==> config.mk <==
export PLATFORM = sky130hd
export DESIGN_NAME = srrip_front
export DESIGN_NICKNAME = d
export VERILOG_FILES = /design/src/rtl/srrip_pkg.sv /design/src/rtl/srrip_front.sv
export SDC_FILE = /design/constraint.sdc
export NUM_CORES = 1
export LEC_CHECK = 0
export BUFFER_PORTS_ARGS = -buffer_cell sky130_fd_sc_hd__buf_2
export CORE_UTILIZATION = 35
export DETAILED_ROUTE_END_ITERATION = 10
export GPL_TIMING_DRIVEN = 0
export HOLD_SLACK_MARGIN = 0.05
export PLACE_DENSITY = 0.59
export SKIP_LAST_GASP = 1
export SLEW_MARGIN = 5
export SYNTH_ARGS = -nofsm -noshare
export SYNTH_HDL_FRONTEND = slang
export SYNTH_SLANG_ARGS = --single-unit
==> constraint.sdc <==
create_clock -name clk -period 2.6 [get_ports clk]
set_input_delay 0.52 -clock clk [delete_from_list [all_inputs] [get_ports clk]]
set_output_delay 0.52 -clock clk [all_outputs]
set_load 0.02 [all_outputs]
==> src/rtl/srrip_pkg.sv <==
package srrip_pkg;

	localparam int unsigned ADDR_BITS = 32;
	localparam int unsigned TAG_BITS = 32;
	localparam int unsigned MAX_INDEX_BITS = 10;
	localparam int unsigned MAX_OFFSET_BITS = 6;
	localparam int unsigned CFG_DATA_BITS = 5;
	localparam int unsigned CFG_INDEX_BITS = 2;
	localparam int unsigned CNT_BITS = 32;

	localparam int unsigned DEF_MAX_WAYS = 16;
	localparam int unsigned DEF_MAX_SETS = 1024;

	localparam logic [CFG_INDEX_BITS-1:0] REG_OFFSET_BITS = 2'd0;
	localparam logic [CFG_INDEX_BITS-1:0] REG_INDEX_BITS = 2'd1;
	localparam logic [CFG_INDEX_BITS-1:0] REG_WAYS_USED = 2'd2;

	localparam logic [2:0] RST_OFFSET_BITS = 3'd5;
	localparam logic [3:0] RST_INDEX_BITS = 4'd6;
	localparam logic [4:0] RST_WAYS_USED = 5'd4;

	localparam logic [1:0] RRPV_FILL = 2'd2;
	localparam logic [1:0] RRPV_MAX = 2'd3;
	localparam logic [1:0] RRPV_HIT = 2'd0;

	typedef struct packed {
		logic [ADDR_BITS-1:0] address;
		logic                 operation;
	} in_t;

	typedef struct packed {
		logic                hit;
		logic                dirty_eviction;
		logic [3:0]          way_used;
		logic [CNT_BITS-1:0] load_hit_count;
		logic [CNT_BITS-1:0] load_miss_count;
		logic [CNT_BITS-1:0] store_hit_count;
		logic [CNT_BITS-1:0] store_miss_count;
		logic [CNT_BITS-1:0] dirty_eviction_count;
	} out_t;

	typedef struct packed {
		logic [2:0] offset_bits;
		logic [3:0] index_bits;
		logic [4:0] ways_used;
	} cfg_t;

endpackage

==> src/rtl/srrip_front.sv <==
module srrip_front #(
	parameter int unsigned MAX_SETS = srrip_pkg::DEF_MAX_SETS,
	parameter int unsigned SET_AW = 1
) (
	input  logic                     clk,
	input  logic                     arst_n,
	input  srrip_pkg::cfg_t          cfg,
	input  logic                     push,
	input  srrip_pkg::in_t           item,
	output logic                     busy,
	output logic                     q_wr,
	output logic [SET_AW+srrip_pkg::TAG_BITS:0] q_data,
	input  logic                     q_full
);
	localparam int unsigned IW = srrip_pkg::MAX_INDEX_BITS;
	localparam int unsigned RB = 2 * IW;
	localparam int unsigned PW = RB + IW + 1;
	localparam logic [PW-1:0] RECIP =
		PW'(((64'd1 << RB) + 64'(MAX_SETS) - 64'd1) / 64'(MAX_SETS));

	logic          v_s1, mod_q;
	logic [IW-1:0] rem_s1;
	logic [srrip_pkg::TAG_BITS-1:0] tag_s1;
	logic          st_s1;

	logic [2:0]    ob;
	logic [3:0]    ib;
	logic [4:0]    sh;
	logic [IW-1:0] set_raw;
	logic [PW-1:0] prod;
	logic [IW-1:0] quo;

	always_comb begin
		ob = (cfg.offset_bits > 3'(srrip_pkg::MAX_OFFSET_BITS)) ?
			3'(srrip_pkg::MAX_OFFSET_BITS) : cfg.offset_bits;
		ib = (cfg.index_bits > 4'(IW)) ? 4'(IW) : cfg.index_bits;
		sh = 5'(ob) + 5'(ib);
		set_raw = IW'(item.address >> ob) & IW'((11'd1 << ib) - 11'd1);
		prod = PW'(rem_s1) * RECIP;
		quo = IW'(prod >> RB);
	end

	assign busy = v_s1;
	assign q_wr = v_s1 && !mod_q && !q_full;
	assign q_data = {SET_AW'(rem_s1), tag_s1, st_s1};

	always_ff @(posedge clk) begin
		if (push && !v_s1) begin
			rem_s1 <= set_raw;
			tag_s1 <= srrip_pkg::TAG_BITS'(item.address >> sh);
			st_s1 <= item.operation;
		end else if (mod_q) begin
			rem_s1 <= rem_s1 - IW'(32'(quo) * MAX_SETS);
		end
	end

	// reciprocal multiply, set number reduced modulo MAX_SETS while mod_q is set
	always_ff @(posedge clk or negedge arst_n) begin
		if (!arst_n) begin
			v_s1 <= 1'b0;
			mod_q <= 1'b0;
		end else begin
			if (push && !v_s1) begin
				v_s1 <= 1'b1;
				mod_q <= (32'(set_raw) >= 32'(MAX_SETS));
			end else if (mod_q) begin
				mod_q <= 1'b0;
			end else if (q_wr) begin
				v_s1 <= 1'b0;
			end
		end
	end
endmodule

== Word-level counts from Yosys, hierarchy flattened ==
Index checks and enable logic that the tools add are counted.

* ROM bits: 0
* Memories kept: 0
* Word-level logic and storage cells: 22
* Bits in registers: 35
* Bits of input ports: 49
* Latch bits: 0
* RAM bits: 0

* Reduce and logical (&&, ||, !) cells: 5
* Mux-type cells: 5
* Add/sub/neg operators: 2
* Bitwise operators: 1
* Eq/ne operators: 0
* Multiply operators: 0
* $lt $le $gt $ge: 2
* Shift-type cells: 3
* Div/mod/pow operators: 0

{| class="wikitable"
|+ Operator list
! kind !! count
|-
| >> shifter 32 x 3 -> 1 bit || 1
|-
| >> shifter 32 x 5 -> 32 bit || 1
|-
| adder 3 x 4 -> 5 bit || 1
|-
| > comparator 4 bit (second input constant) || 1
|-
| 2-to-1 mux 4 bit || 1
|-
| << shifter 1 x 4 -> 1 bit (first input constant) || 1
|-
| > comparator 3 bit (second input constant) || 1
|-
| 2-to-1 mux 1 bit || 3
|-
| 2-to-1 mux 3 bit || 1
|-
| logical AND 1 bit || 2
|-
| logical NOT 1 bit || 2
|-
| nonzero test 2 bit || 1
|-
| AND 1 bit || 1
|-
| subtractor 1 bit (second input constant) || 1
|}

== Depth between registers and ports, before layout ==
* Word-level depth: 6
* Mapped depth: 16

== Least setup slack after synthesis ==
OpenSTA, ideal clock, no wires.

* Path type: input-to-reg
* Start: input port cfg[8] (netlist bit)
* End: register tag_s1[5] (netlist bit) (data pin)
* Stages on the path: 15
* Required time: 2,323 ps
* Setup slack: -777 ps
* Setup time: 277 ps
* Data arrival time: 3,099 ps
* Path through: buf_2 -> o21ai_1 -> nand2_1 -> inv_1 -> ha_1 -> inv_1 -> fa_1 -> buf_2 -> buf_2 -> buf_2 -> mux4_2 -> mux2i_1 -> nand2_1 -> o21ai_0 -> o22ai_1

* Cells in the longest elaborated chain, start to end: 4

{| class="wikitable"
|+ RTL lines
! item !! line !! RTL
|-
| from (decl) || srrip_front.sv:7 || <nowiki>input srrip_pkg::cfg_t cfg,</nowiki>
|-
| > comparator 4 bit || srrip_front.sv:36 || <nowiki>ib = (cfg.index_bits > 4'(IW)) ? 4'(IW) : cfg.index_bits;</nowiki>
|-
| 2-to-1 mux 4 bit * || srrip_front.sv:36 ||
|-
| adder 3 x 4 -> 5 bit * || srrip_front.sv:37 || <nowiki>sh = 5'(ob) + 5'(ib);</nowiki>
|-
| >> shifter 32 x 5 -> 32 bit * || srrip_front.sv:50 || <nowiki>tag_s1 <= srrip_pkg::TAG_BITS'(item.address >> sh);</nowiki>
|-
| to (signal assigned) || srrip_front.sv:50 ||
|-
| to (decl) || srrip_front.sv:23 || <nowiki>logic [srrip_pkg::TAG_BITS-1:0] tag_s1;</nowiki>
|}

Every way passes the cells marked *; elsewhere a longest branch is shown, timed or not.
A chain may end at the register's enable or synchronous reset.

== Worst setup path after layout ==
* Start: input port cfg[6] (netlist bit)
* End: register tag_s1[3] (netlist bit) (data pin)

Same word-level chain as after synthesis.

==> metrics list <==
* Final #Nets: 490
* Worst path slowest cell: sky130_fd_sc_hd__fa_1
* Seq/Total Area, Yosys: 33.4%
- Adding up every negative setup slack in the final design gives -6.08 ns.
- Clock tree synthesis found a total of 35 sinks.
- The worst hold path belongs to the class input port to flop.
- Syn. warnings: 0
- The analysis attributes to cell leakage a power of 0.00186 uW.
- The floorplan step set the die width to slightly below 100 um.
* Power share of the clock group: 20.1%
- Summing every instance area after synthesis gives ~3100 um2.
* Vias per cell: a little under 6
- Max-Slew Margin vs Limit: 63.4%
* Max H-tree Level: 2
* Power density over the cells: 631 nW/um2
* Maximum number of pins on one net before global-route repair: 31
* Endpoints failing hold: 0
* Final setup violation count: 29
- FF-to-FF setup slack: 1.39 ns
- Category of the worst setup path capture point: flop
* Count of port buffers added during placement: 78
- Among all flip-flop cells after synthesis, the most frequent one is sky130_fd_sc_hd__edfxtp_1.
* Clock transition at path regs: 0.07 ns
* Number of placed I/O pins: 85
* Top library cells by usage in the layout, fill and taps aside: sky130_fd_sc_hd__buf_2, sky130_fd_sc_hd__nand2_1, sky130_fd_sc_hd__edfxtp_1
- The first global-routing pass estimated 15500 um of wire.
* Synth Instances: 324
- The longest clock path from root to sink contains 2 buffers.
* Detailed-router iteration count before antenna repair: 5
* Wire length after detailed routing: 10100 um
- Number of DRC markers after the initial detailed-route iteration: 407
* Number of maximum-capacitance violations: 0
- Worst r2r path cells: 2
* Largest clock skew in the final design: 0.00856 ns
- Tcrit/Tclk final: 114%
- PnR worst setup slack: -0.376 ns
* Final slew viol count: 0
* Count of placed standard cells in the final layout, fillers left out: ~550
* Final critical path time including I/O delays and setup: 2.98 ns
- Maximum operating frequency: 336 MHz
- Net Count, Synth: roughly 380
- From synthesis to final layout, the design area changed by 46.3%.
- Slew at the pin closest to its max-slew limit: 0.549 ns
- Setup repair after global routing could not meet its margin everywhere.
* Asr flop ratio synth: 2.86%
- The filler cells instantiated in the layout total 830.
- The library cell used most frequently in the layout, excluding fill and tap cells, is sky130_fd_sc_hd__buf_2.
- Total placed cells including tap cells: roughly 510
* Data arrival time at the worst-slack endpoint: 3.13 ns
- Counting the buffers created by CTS gives 5.
- Count of nets left with antenna violations after detail routing: 0
* Reg power frac: 26.2%
- The average instance in the mapped netlist occupies between 9 and 10 um2.
* Via count of the first global-routing pass: about 3.0k
- The critical path starts at cfg[6].
- In the final layout, the share of cells above drive strength 1 is 50.0%.
- Cell internal power dissipation: about 1800 uW
* Run status: finished, violations left
- Total global-route track usage: between 20 and 25%
- In this run the worst path has a maximum fanout of 8.
- Number of enable-type register cells in the synthesized netlist: 34
- Counting buffers and inverters, the worst setup path is 15 cells deep.
* Area of the die: 9320 um2
- The initial antenna violation count was 0.
* Initial core utilization: 36.0%
- TritonCTS built the clock tree.
- Worst Path Buf+Inv: 5
- Ant. Diodes: 0
- Per report_power, the combinational group accounts for 53.7% of the total.
* Post-synth cell types: 57
* Failing checks: negative setup slack
- Kind of critical path: input port to flop
- Broken down by cell family, the worst path's largest delay share belongs to multiplexers.
* Ordered list of cells on the worst path: buf_8 -> o21ai_4 -> nand2_4 -> inv_4 -> ha_4 -> inv_2 -> fa_1 -> buf_6 -> buf_6 -> mux2i_2 -> mux2_4 -> o21a_1 -> mux2_4 -> a22o_1 -> a21oi_2
- Cell at the root of the clock tree: sky130_fd_sc_hd__clkbuf_8
* Later-pin clock latency in the skew report: 0.29 ns
- After global routing the overflow that remains totals 0.
- Worst R2R Start: busy$_DFFE_PN0P_
- Die extent in y: 96.5 um
* CP Capture Point: tag_s1[3]$_DFFE_PP_
- Critical register-to-register path endpoint: tag_s1[14]$_DFFE_PP_
* Worst vdd ir: 0.300 mV
- Net switching share of the total power: between 30% and 40%
* CP Data Required Time: 2.75 ns
- Synthesis inferred 35 register bits.
- After detailed routing, the number of remaining DRC violations is 0.
- Cell Rows: 34
- Post-detailed-placement half-perimeter wirelength: 7370 um
- The analysis attributes to net switching a power of 1090 uW.
- The detailed router placed roughly 3.2k vias in this run.
* Routed WL per cell: between 15 and 20 um
* Final estimated routing congestion in global placement: 0.954
* Slowest stage delay, CP: 0.46 ns
* Area of the core region: 8680 um2
- STA classifies the critical path startpoint as an input port.
==> power by group through the flow <==
stage	registers, uW	clock network, uW	logic [uW]
3_3_place_gp	771	0	1190
3_5_place_dp	771	0	1200
6_report	757	580	1550
2_1_floorplan	871	0	756
5_1_grt	766	609	1650
4_1_cts	759	588	1420
==> cell type report <==
class	count	area (um2)	area share (%)
multi-input cells	256	2290	50.0
flip-flops and latches	35	1050	22.9
repair buffers	108	718	15.7
plain buffers	24	203	4.43
well taps	108	135	2.95
clock buffers	5	68.8	1.50
clock inverters	3	67.6	1.48
inverters	7	48.8	1.07
==> worst min path at each step <==
stage | startpoint | end | slack [ns] | depth (start not counted)
CTS | item[0] | st_s1$_DFFE_PP_ | 0.40 | 1
detailed placement | arst_n | busy$_DFFE_PN0P_ | 0.30 | 1
floorplan | arst_n | busy$_DFFE_PN0P_ | 0.22 | 0
global route | item[0] | st_s1$_DFFE_PP_ | 0.40 | 1
finish | item[0] | st_s1$_DFFE_PP_ | 0.41 | 1
global placement | arst_n | busy$_DFFE_PN0P_ | 0.29 | 1
==> synth_stat cells (4+ instances only) <==
cell | number | area, um2
sky130_fd_sc_hd__a211oi_1 | 8 | 60.1
sky130_fd_sc_hd__a21o_1 | 5 | 37.5
sky130_fd_sc_hd__a21oi_1 | 8 | 40.0
sky130_fd_sc_hd__and2_1 | 4 | 25.0
sky130_fd_sc_hd__buf_2 | 7 | 35.0
sky130_fd_sc_hd__clkbuf_1 | 14 | 52.6
sky130_fd_sc_hd__edfxtp_1 | 34 | 1020
sky130_fd_sc_hd__inv_1 | 5 | 18.8
sky130_fd_sc_hd__mux2_2 | 6 | 67.6
sky130_fd_sc_hd__mux2i_1 | 25 | 250
sky130_fd_sc_hd__mux4_1 | 4 | 105
sky130_fd_sc_hd__mux4_2 | 13 | 293
sky130_fd_sc_hd__nand2_1 | 39 | 146
sky130_fd_sc_hd__nand3_1 | 9 | 45.0
sky130_fd_sc_hd__nor2_1 | 37 | 139
sky130_fd_sc_hd__nor2b_1 | 7 | 43.8
sky130_fd_sc_hd__nor3_1 | 7 | 35.0
sky130_fd_sc_hd__o211ai_1 | 4 | 30.0
sky130_fd_sc_hd__o21ai_0 | 24 | 120
sky130_fd_sc_hd__o22ai_1 | 4 | 25.0
==> routing by layer <==
layer	global-route usage [%]	share of wire, %	wire (um)	up-vias
met3	3.60	7.3	736	30
met2	35.4	46	4670	168
met1	29.1	42	4280	1528
met4	11.3	3.8	385	0
met5	0	0	0	-
li1	-	-	-	1482
==> registers in the layout, indices dropped and copies added, names as in the netlist <==
signal and cells:
tag_s1 32, busy 1, rem_s1 1, st_s1 1
==> cell families (layout without fill, tap and decap cells) <==
| logic type | Yosys count | in the layout | synth area share, % |
|---|---|---|---|
| buffers and inverters | 33 | 147 | 5.04 |
| XOR/XNOR | 4 | 4 | 1.12 |
| AO/OA/AOI/OAI | 86 | 86 | 18.9 |
| adder cells (fa/ha/maj) | 4 | 4 | 1.84 |
| flip-flops | 35 | 35 | 33.4 |
| AND/OR/NAND/NOR | 114 | 114 | 16.8 |
| multiplexers | 48 | 48 | 22.9 |
==> per-stage QoR <==
| step | area (um2) | hold WS (ns) | setup WS (ns) | total power [uW] | util [%] |
|---|---|---|---|---|---|
| 2_1_floorplan | 3240 | 0.224 | -0.487 | 1630 | - |
| 3_3_place_gp | 3760 | 0.294 | -1.08 | 1960 | 43.4 |
| 3_5_place_dp | 3790 | 0.297 | -1.09 | 1970 | 43.7 |
| 4_1_cts | 4360 | 0.404 | -0.367 | 2770 | 50.2 |
| 5_1_grt | 4580 | 0.402 | -0.417 | 3020 | 52.7 |
| 6_report | 4580 | 0.409 | -0.376 | 2890 | 52.7 |
==> what timing repair did <==
item                                   CTS  global route
buffers inserted                        16            10
hold buffers                             1             0
setup endpoints to repair               32            32
endpoints found under the hold margin    1             0
cloned                                   1             1
resized for setup                       70            41
pin swaps                               15             8
No activity file was read; power rests on OpenSTA's default activity.
