File: config.mk
export PLATFORM = sky130hd
export DESIGN_NAME = srrip_fifo
export DESIGN_NICKNAME = d
export VERILOG_FILES = /design/src/rtl/srrip_fifo.sv
export SDC_FILE = /design/constraint.sdc
export NUM_CORES = 1
export LEC_CHECK = 0
export ABC_AREA = 1
export ABC_CLOCK_PERIOD_IN_PS = 1610
export BUFFER_PORTS_ARGS = -buffer_cell sky130_fd_sc_hd__buf_4
export CORE_ASPECT_RATIO = 0.75
export CORE_MARGIN = 5
export CORE_UTILIZATION = 25
export CTS_BUF_LIST = sky130_fd_sc_hd__clkbuf_4 sky130_fd_sc_hd__clkbuf_8 sky130_fd_sc_hd__clkbuf_16
export DETAILED_ROUTE_END_ITERATION = 16
export PLACE_DENSITY = 0.54
export SLEW_MARGIN = 25
export SYNTH_ARGS = -nofsm -noshare
export SYNTH_HDL_FRONTEND = slang
export SYNTH_SLANG_ARGS = --single-unit
File: constraint.sdc
create_clock -name clk -period 1.61 [get_ports clk]
set_clock_uncertainty 0.1 [all_clocks]
set_input_delay 0.0805 -clock clk [delete_from_list [all_inputs] [get_ports clk]]
set_output_delay 0.0805 -clock clk [all_outputs]
set_load 0.03 [all_outputs]
File: src/rtl/srrip_fifo.sv
module srrip_fifo #(
	parameter int unsigned WIDTH = 8
) (
	input  logic             clk,
	input  logic             arst_n,
	input  logic             wr,
	input  logic [WIDTH-1:0] wdata,
	output logic             full,
	input  logic             rd,
	output logic [WIDTH-1:0] rdata,
	output logic             empty
);
	logic [WIDTH-1:0] mem_q [2];
	logic             wp_q, rp_q;
	logic [1:0]       cnt_q;

	assign full = (cnt_q == 2'd2);
	assign empty = (cnt_q == 2'd0);
	assign rdata = mem_q[rp_q];

	always_ff @(posedge clk) begin
		if (wr && !full) mem_q[wp_q] <= wdata;
	end

	always_ff @(posedge clk or negedge arst_n) begin
		if (!arst_n) begin
			wp_q <= 1'b0;
			rp_q <= 1'b0;
			cnt_q <= 2'd0;
		end else begin
			if (wr && !full) wp_q <= !wp_q;
			if (rd && !empty) rp_q <= !rp_q;
			if ((wr && !full) && !(rd && !empty)) cnt_q <= cnt_q + 2'd1;
			else if (!(wr && !full) && (rd && !empty)) cnt_q <= cnt_q - 2'd1;
		end
	end
endmodule

After elaboration in Yosys (flattened, before gate mapping). Memory sizes are Yosys's and may differ from the RTL's. Cells that the tools add are included. Widths: inputs -> output; s select.

Flip-flop bits (word level): 4. Memories kept: 1. Bits in writable memories: 16. Output and inout bits: 10. Word-level logic and storage cells: 23. Bits in latches: 0. Bits in read-only memories: 0.

Memories: mem_q (depth 2, bits a word 8, read ports 1, clocked after Yosys merged registers in 0, write ports 1, RTL line 13) `logic [WIDTH-1:0] mem_q [2];`.

Bitwise operators: 0. Divide/modulo/power cells: 0. Equality and inequality tests: 1. Reduce and logical (&&, ||, !) cells: 12. Muxes and demuxes: 4. Magnitude comparators: 0. $mul: 0. Shifts and indexed selects: 0. Add/subtract/negate cells: 2.

Operators with widths (count): $logic_not 1->1 (6); $logic_and 1x1->1 (4); $mux 2 (2); $add 2x1->2 const B (1); $eq 2x2->1 const B (1); $logic_not 2->1 (1); $mux 1 (2); $reduce_bool 2->1 (1); $sub 2x1->2 const B (1).

Longest topological paths before layout. Gate-level depths: netlist of run 1.

Word-level depth: 7. Depth in mapped cells: 9.

Worst setup path after synthesis of run 1. OpenSTA, ideal clock, no wires.

Path kind: register to register. Start: reg cnt_q[0]. End: reg cnt_q[1]. Arrival time: 1362 ps. Path buffers: 0. Stages on the path, launching flop included: 8. Library setup time: 117 ps. Period minus slack after synthesis: 1579 ps. Setup slack: 31 ps. Path through: dfrtp_1 -> nor2_2 -> nor2_2 -> ha_1 -> inv_1 -> nand3_1 -> nand2_1 -> nand2_1.

Longest elaborated chain between the ends: 6. Elaborated cells on any way between the ends: 15. Classes of those cells: add/sub: 2; eq/ne: 1; mux: 2; reduce/logical: 10.

RTL lines: from (decl) (RTL line 15) `logic [1:0] cnt_q;`; from (signal assigned) (RTL line 33) `if ((wr && !full) && !(rd && !empty)) cnt_q <= cnt_q + 2'd1;`; from (signal assigned) (RTL line 34) `else if (!(wr && !full) && (rd && !empty)) cnt_q <= cnt_q - 2'd1;`; $eq 2x2->1 * (RTL line 17) `assign full = (cnt_q == 2'd2);`; via full (RTL line 8) `output logic full,`; $logic_not 1->1 * (RTL line 33, 34); $logic_and 1x1->1 * (RTL line 33, 34); $logic_not 1->1 (RTL line 34); $logic_and 1x1->1 (RTL line 34); $reduce_bool 2->1 (no line).

The timed path passes the listed nets; every way through them passes the cells marked *. The select of a mux whose other input is x is not followed. A chain may end at the register's enable or synchronous reset.

Worst setup path in the final report of run 1.
Start: reg cnt_q[0]. End: reg cnt_q[1].

Longest elaborated chain between the ends: 6. Elaborated cells on any way between the ends: 15. Classes of those cells: add/sub: 2; eq/ne: 1; mux: 2; reduce/logical: 10.

RTL lines (RTL line): $eq 2x2->1 or $logic_not 2->1 (tied branches) (17, 18); $logic_not 1->1 (33, 34); $logic_and 1x1->1 (33, 34); $logic_not 1->1 (on tied branches) (34, 33); $logic_and 1x1->1 (on tied branches) (34, 33); $reduce_bool 2->1 (no line) or $mux 2 (tied branches).

Parallel ways exist; a longest one is shown, timed or not. The select of a mux whose other input is x is not followed.

==> results of run 1 <==
==> power by group through the flow <==
stage	Clock (mW)	Sequential, mW	Combinational (mW)
floorplan	0	0.780	0.636
global placement	0	0.829	0.920
detailed placement	0	0.836	0.935
CTS	0.334	0.824	0.957
global route	0.356	0.840	1.03
finish	0.321	0.822	0.936
==> flip-flops by register name (all words and copies together), names as in the netlist <==
name	flops
cnt_q	2
mem_q	16
rp_q	1
wp_q	1
==> synth_stat cells <==
| cell type | count |
|---|---|
| nand2_1 | 33 |
| edfxtp_1 | 16 |
| inv_1 | 7 |
| dfrtp_1 | 4 |
| nor2_1 | 2 |
| nor2_2 | 2 |
| o21ai_0 | 2 |
| buf_2 | 1 |
| ha_1 | 1 |
| inv_2 | 1 |
| nand3_1 | 1 |
| nand3b_1 | 1 |
| nand4_1 | 1 |
| xnor2_1 | 1 |
==> layer usage <==
layer	GRT usage	wire, um	vias to the layer above	part of all wire
met5	0	0	-	0
met4	0.0449	40	0	0.024
met3	0.0271	97	4	0.058
met2	0.135	808	14	0.49
met1	0.0920	712	271	0.43
li1	-	-	307	-
==> cells by family (layout without fill, tap and decap cells) <==
group,count (synthesis),after routing,synth area share
AOI/OAI and AO/OA,2,2,0.0124
xor gates and xnor gates,1,1,0.0108
adders and majority gates,1,1,0.0155
buffers and inverters,9,45,0.0433
DFF,20,20,0.717
and+or+nand+nor,40,40,0.201
==> cell type report <==
cell class                      count  area [um^2]  share of cell area
Sequential cell                    20          581               0.496
Timing Repair Buffer               33          273               0.233
Multi-Input combinational cell     44          194               0.166
Tap cell                           38         47.5              0.0406
Clock buffer                        3         41.3              0.0353
Inverter                            8         30.0              0.0257
Clock inverter                      1         3.75             0.00321
==> path summary, 6_finish.rpt <==
kind	start	to	slack, ns	cells after the start
min reg2reg	wp_q$_DFFE_PN0N_	wp_q$_DFFE_PN0N_	0.39	2
max in group asynchronous	arst_n	cnt_q[0]$_DFFE_PN0P_	1.22	2
min	wr	wp_q$_DFFE_PN0N_	0.07	4
max	cnt_q[0]$_DFFE_PN0P_	cnt_q[1]$_DFFE_PN0P_	0.10	6
max reg2reg	cnt_q[0]$_DFFE_PN0P_	cnt_q[1]$_DFFE_PN0P_	0.10	6
min in group asynchronous	arst_n	rp_q$_DFFE_PN0P_	0.08	2
==> critical path: cells and delay by family, from the launching register on <==
family,cells,cell delay [ns]
flip-flops,1,0.45
adder cells (fa/ha/maj),1,0.30
AO/OA/AOI/OAI,1,0.28
AND/OR/NAND/NOR,3,0.18
buffers and inverters,1,0.08
==> timing repair <==
action | CTS | global route
hold buffers | 10 | 0
buffers inserted | 0 | 0
endpoints found under the hold margin | 21 | 0
endpoints found under the setup margin | 0 | 0
==> summary.md, run 1 <==
| Metric | Value |
|---|---|
| Final Cell Area | 1170 um^2 |
| Element type at the critical path end | register |
| Top area cells in the synthesized netlist | edfxtp_1 (59%), nand2_1 (15%), dfrtp_1 (12%), inv_1 (3.2%), ha_1 (1.5%) |
| Final Setup Violations | 0 |
| Post-synth top area share | 0.594 |
| CTS max path bufs | 2 |
| Placed cells | 133 |
| Half-perimeter wire length after placement | 1280 um |
| Final core utilization | 0.387 |
| Worst Hold Class | input pin to register |
| Worst relative slew slack | 0.762 |
| Crit Path Category | register to register |
| Pwr Density | 1780 nW/um^2 |
| Fin nets | 123 |
| DRT iter0 DRCs | 40 |
| Avg Cell Area, Syn | 11.1 um^2 |
| Commonest non-fill, non-tap cell in the layout | nand2_1 |
| Mapped Cells | 73 |
| Synth Net Count | 86 |
| Max stage delay on crit path | 0.45 ns |
| DIE HEIGHT | 59.3 um |
| Ratio of cells with drive above 1 in the final layout | 0.266 |
| Clock root buffer | clkbuf_8 |
| Global route total overflow | 0 |
| Top-Level Pins | 22 |
| Vias in the first global route | 569 |
| Switching share of total power | 0.407 |
| Drc violations | 0 |
| Placer Congestion | 0.675 |
| Final Worst Setup Slack | 0.101 ns |
| Initial antenna violation count | 0 |
| Setup_tns | 0 ns |
| Fillers | 300 |
| Via count | 596 |
| Area Overhead vs Synth | 44.5% |
| Worst-Skew Late Latency | 0.25 ns |
| Max rail drop VDD | 0.615 mV |
| Unrepaired setup endpoints after global routing | no |
| Switch Pwr | 0.845 mW |
| Slew of the pin with the lowest slew margin | 0.358 ns |
| CP cell instances | o21ai_0 > ha_1 > inv_1 > nand3_1 > nand2_1 > nand2_1 |
| Clock slew at reported path FFs | 0.07 ns |
| Flop pwr share | 0.395 |
| Post-DR vias/cell | 4.05 |
| First-pass GRT wire length | 2640 um |
| # clock sinks | 20 |
| Max Freq | 663 MHz |
| Cell-internal power | 1.23 mW |
| CP Launch Type | register |
| Critical-path top delay cell | dfrtp_1 |
| Setup WS pre-CTS | 0.101 ns |
| Non-Filler Instances | 147 |
| Leakage | 0.536 nW |
| CP required | 1.66 ns |
| Cell mode on critical path | nand2_1 |
| Critical Path AT | 1.56 ns |
| Count of maximum capacitance violations | 0 |
| CTS tree | built |
| Initial Util | 0.268 |
| Total routed wirelength | 1660 um |
| Largest net degree at the start of global routing | 12 |
| Final Critical Period | 1.51 ns |
| Number of port buffers | 21 |
| Power, Total | 2.08 mW |
| Mapped cell area | 810 um^2 |
| Logic pwr share | 0.450 |
| Die width | 75.7 um |
| Distinct cells, synth | 14 |
| Clock Power Share | 0.154 |
| Overall Global Routing Usage | 0.0816 |
| Num CTS Buffers | 3 |
| Drt pass-1 iters | 4 |
| H-tree depth | 1 |
| Final hold violation count | 0 |
| Yosys reg bits | 20 |
| Final Max Tran Viols | 0 |
| Rows | 17 |
| Die area | 4490 um^2 |
| Area leader, netlist | edfxtp_1 |
| Post-DR wirelength/cell | 11.3 um |
| Number of routed nets with antenna violations | 0 |
| Status | complete, no violations |
| CP max FO | 7 |
| Hold Slack | 0.0726 ns |
| Synth Warn # | 0 |
| Post_cts resized | 0 |
| Commonest non-fill, non-tap cells in the layout | nand2_1 (33), buf_4 (23), edfxtp_1 (16) |
| Antenna cells | 0 |
| Sequential-to-total area share from yosys stat | 0.717 |
| Area after DPL | 1020 um^2 |
| Core area | 3020 um^2 |
| Fin crit share | 0.937 |
Power figures use the tool's default switching activity.
==> inputs of run 2 (changes only) <==
--- a/config.mk
+++ b/config.mk
@@ -5,7 +5,6 @@
 export SDC_FILE = /design/constraint.sdc
 export NUM_CORES = 1
 export LEC_CHECK = 0
-export ABC_AREA = 1
 export ABC_CLOCK_PERIOD_IN_PS = 1610
 export BUFFER_PORTS_ARGS = -buffer_cell sky130_fd_sc_hd__buf_4
 export CORE_ASPECT_RATIO = 0.75
@@ -13,7 +12,7 @@
 export CORE_UTILIZATION = 25
 export CTS_BUF_LIST = sky130_fd_sc_hd__clkbuf_4 sky130_fd_sc_hd__clkbuf_8 sky130_fd_sc_hd__clkbuf_16
 export DETAILED_ROUTE_END_ITERATION = 16
-export PLACE_DENSITY = 0.54
+export PLACE_DENSITY_LB_ADDON = 0.12
 export SLEW_MARGIN = 25
 export SYNTH_ARGS = -nofsm -noshare
 export SYNTH_HDL_FRONTEND = slang
==> summary.md, run 2 <==
| Metric | Value |
|---|---|
| Slew of the pin with the lowest slew margin | 0.232 ns |
| Worst relative slew slack | 0.845 |
| Post-DR vias/cell | 3.90 |
| Core area | 2980 um^2 |
| Top-Level Pins | 22 |
| Die area | 4360 um^2 |
| Mapped cell area | 782 um^2 |
| # clock sinks | 20 |
| CTS max path bufs | 2 |
| Drc violations | 0 |
| DRT iter0 DRCs | 20 |
| CP max FO | 3 |
| Vias in the first global route | 493 |
| Setup_tns | 0 ns |
| Clock slew at reported path FFs | 0.07 ns |
| Unrepaired setup endpoints after global routing | no |
| Distinct cells, synth | 15 |
| Number of port buffers | 21 |
| Worst Hold Class | input pin to register |
| Sequential cell area | 582 um^2 |
| Synth Net Count | 57 |
| Top area cells in the synthesized netlist | edfxtp_1 (61%), dfrtp_1 (13%), mux2_1 (8.6%), mux2_2 (2.9%), xnor2_1 (2.2%) |
| Drt pass-1 iters | 3 |
| Fin crit share | 0.918 |
| Flop pwr share | 0.414 |
| Synth cell count leaders | edfxtp_1 (16), mux2_1 (6), dfrtp_1 (4), nor2_1 (3) |
| First-pass GRT wire length | 2300 um |
| Half-perimeter wire length after placement | 935 um |
| Hold Slack | 0.0227 ns |
| Sequential-to-total area share from yosys stat | 0.742 |
| Post-synth ARST share | 0.200 |
| Post-DR wirelength/cell | 11.2 um |
| CP required | 1.69 ns |
| Cell-internal power | 1.28 mW |
| Multi-input gate area | 189 um^2 |
| Pwr Density | 1750 nW/um^2 |
| Commonest non-fill, non-tap cell in the layout | buf_4 |
| Switching share of total power | 0.358 |
| Antenna cells | 0 |
| CP Launch Type | register |
| Worst-Skew Late Latency | 0.25 ns |
| Max Freq | 676 MHz |
| Mapped Cells | 44 |
| Top-count cell post-synth | edfxtp_1 |
| Synth Warn # | 0 |
| Ratio of cells with drive above 1 in the final layout | 0.400 |
| Avg Cell Area, Syn | 17.8 um^2 |
| H-tree depth | 1 |
| Max reg flops | 16 |
| Post-synth EDFFs | 16 |
| Largest reg by FF count | mem_q |
| Critical Path AT | 1.56 ns |
| Final Max Tran Viols | 0 |
| Final Setup Violations | 0 |
| Max rail drop VDD | 0.629 mV |
| Initial antenna violation count | 0 |
| Commonest non-fill, non-tap cells in the layout | buf_4 (24), edfxtp_1 (16), dlygate4sd3_1 (9) |
| Post-synth top area share | 0.614 |
| CTS tree | built |
| Die width | 74.6 um |
| Overall Global Routing Usage | 0.0731 |
| Rows | 17 |
| Final core utilization | 0.383 |
| Area Overhead vs Synth | 45.9% |
| Clock Power Share | 0.160 |
| Number of routed nets with antenna violations | 0 |
| Global route total overflow | 0 |
| Leakage | 0.466 nW |
| Element type at the critical path end | register |
| Total routed wirelength | 1320 um |
| Placer Congestion | 0.656 |
| Fin nets | 94 |
| Final Cell Area | 1140 um^2 |
| Area after DPL | 1000 um^2 |
| Yosys reg bits | 20 |
| Initial Util | 0.263 |
| Clock root buffer | clkbuf_8 |
| Crit Path Category | register to register |
| Logic pwr share | 0.426 |
| DIE HEIGHT | 58.4 um |
| Top flop regs | mem_q x16, cnt_q x2 |
| Switch Pwr | 0.716 mW |
| Final hold violation count | 0 |
| Largest net degree at the start of global routing | 12 |
| Area leader, netlist | edfxtp_1 |
| Fillers | 296 |
| Num CTS Buffers | 3 |
| Final Critical Period | 1.48 ns |
| Via count | 460 |
| Status | complete, no violations |
| Count of maximum capacitance violations | 0 |
| Top FF cell, synth | edfxtp_1 |
## run 2: cell type report
type / count / share of cell area
Sequential cell: 20 / 0.510
Clock inverter: 1 / 0.00329
Timing Repair Buffer: 33 / 0.237
Clock buffer: 3 / 0.0362
Inverter: 2 / 0.00658
Multi-Input combinational cell: 21 / 0.166
Tap cell: 38 / 0.0417
## run 2: repair_timing
item	4_1_cts	5_1_grt
buffers inserted	0	0
resized for setup	1	0
hold endpoints to repair	20	0
endpoints found under the setup margin	4	0
hold buffers	9	0
## run 2: layer usage
| metal | global-route usage | wire length (um) | vias up |
|---|---|---|---|
| met5 | 0 | 0 | - |
| met4 | 0.0228 | 13 | 0 |
| met3 | 0.0358 | 108 | 2 |
| met2 | 0.114 | 582 | 14 |
| met1 | 0.0889 | 615 | 213 |
| li1 | - | - | 231 |
## run 2: logic make-up (layout without fill, tap and decap cells)
family | count (synthesis) | after routing | synth area share
adders and majority gates | 1 | 1 | 0.0160
and+or+nand+nor | 6 | 6 | 0.0384
muxes | 8 | 8 | 0.115
AOI/OAI and AO/OA | 1 | 1 | 0.00639
xor gates and xnor gates | 5 | 5 | 0.0656
buffers and inverters | 3 | 39 | 0.0160
DFF | 20 | 20 | 0.742
## run 2: per-stage QoR
step,instances,power [mW],setup slack (ns)
2_1_floorplan,44,1.38,0.118
4_1_cts,118,2.04,0.106
6_report,118,2.00,0.131
3_5_place_dp,105,1.69,0.138
5_1_grt,118,2.14,0.0125
3_3_place_gp,105,1.70,0.105
## run 2: worst max-delay path, stage by stage, from the launching register on
cell and delay [ns]:
dfrtp_1 0.39, nand2b_1 0.18, nand2_2 0.12, inv_1 0.05
ha_1 0.29, nor2_1 0.13, xor2_1 0.14
## run 2: final timing paths
path | from | endpoint | slack [ns] | depth (start not counted)
max | cnt_q[0]$_DFFE_PN0P_ | cnt_q[1]$_DFFE_PN0P_ | 0.13 | 6
min | wr | wp_q$_DFFE_PN0N_ | 0.02 | 3
max reg2reg | cnt_q[0]$_DFFE_PN0P_ | cnt_q[1]$_DFFE_PN0P_ | 0.13 | 6
min reg2reg | wp_q$_DFFE_PN0N_ | wp_q$_DFFE_PN0N_ | 0.42 | 1
max in group asynchronous | arst_n | rp_q$_DFFE_PN0P_ | 1.24 | 2
min in group asynchronous | arst_n | rp_q$_DFFE_PN0P_ | 0.06 | 2
## run 2: power by group through the flow
stage                     clock (mW)  sequential [mW]  combinational (mW)
final                          0.319            0.829               0.852
after global routing           0.364            0.852               0.919
after CTS                      0.334            0.834               0.870
after detailed placement           0            0.840               0.849
after global placement             0            0.838               0.861
after floorplan                    0            0.788               0.588
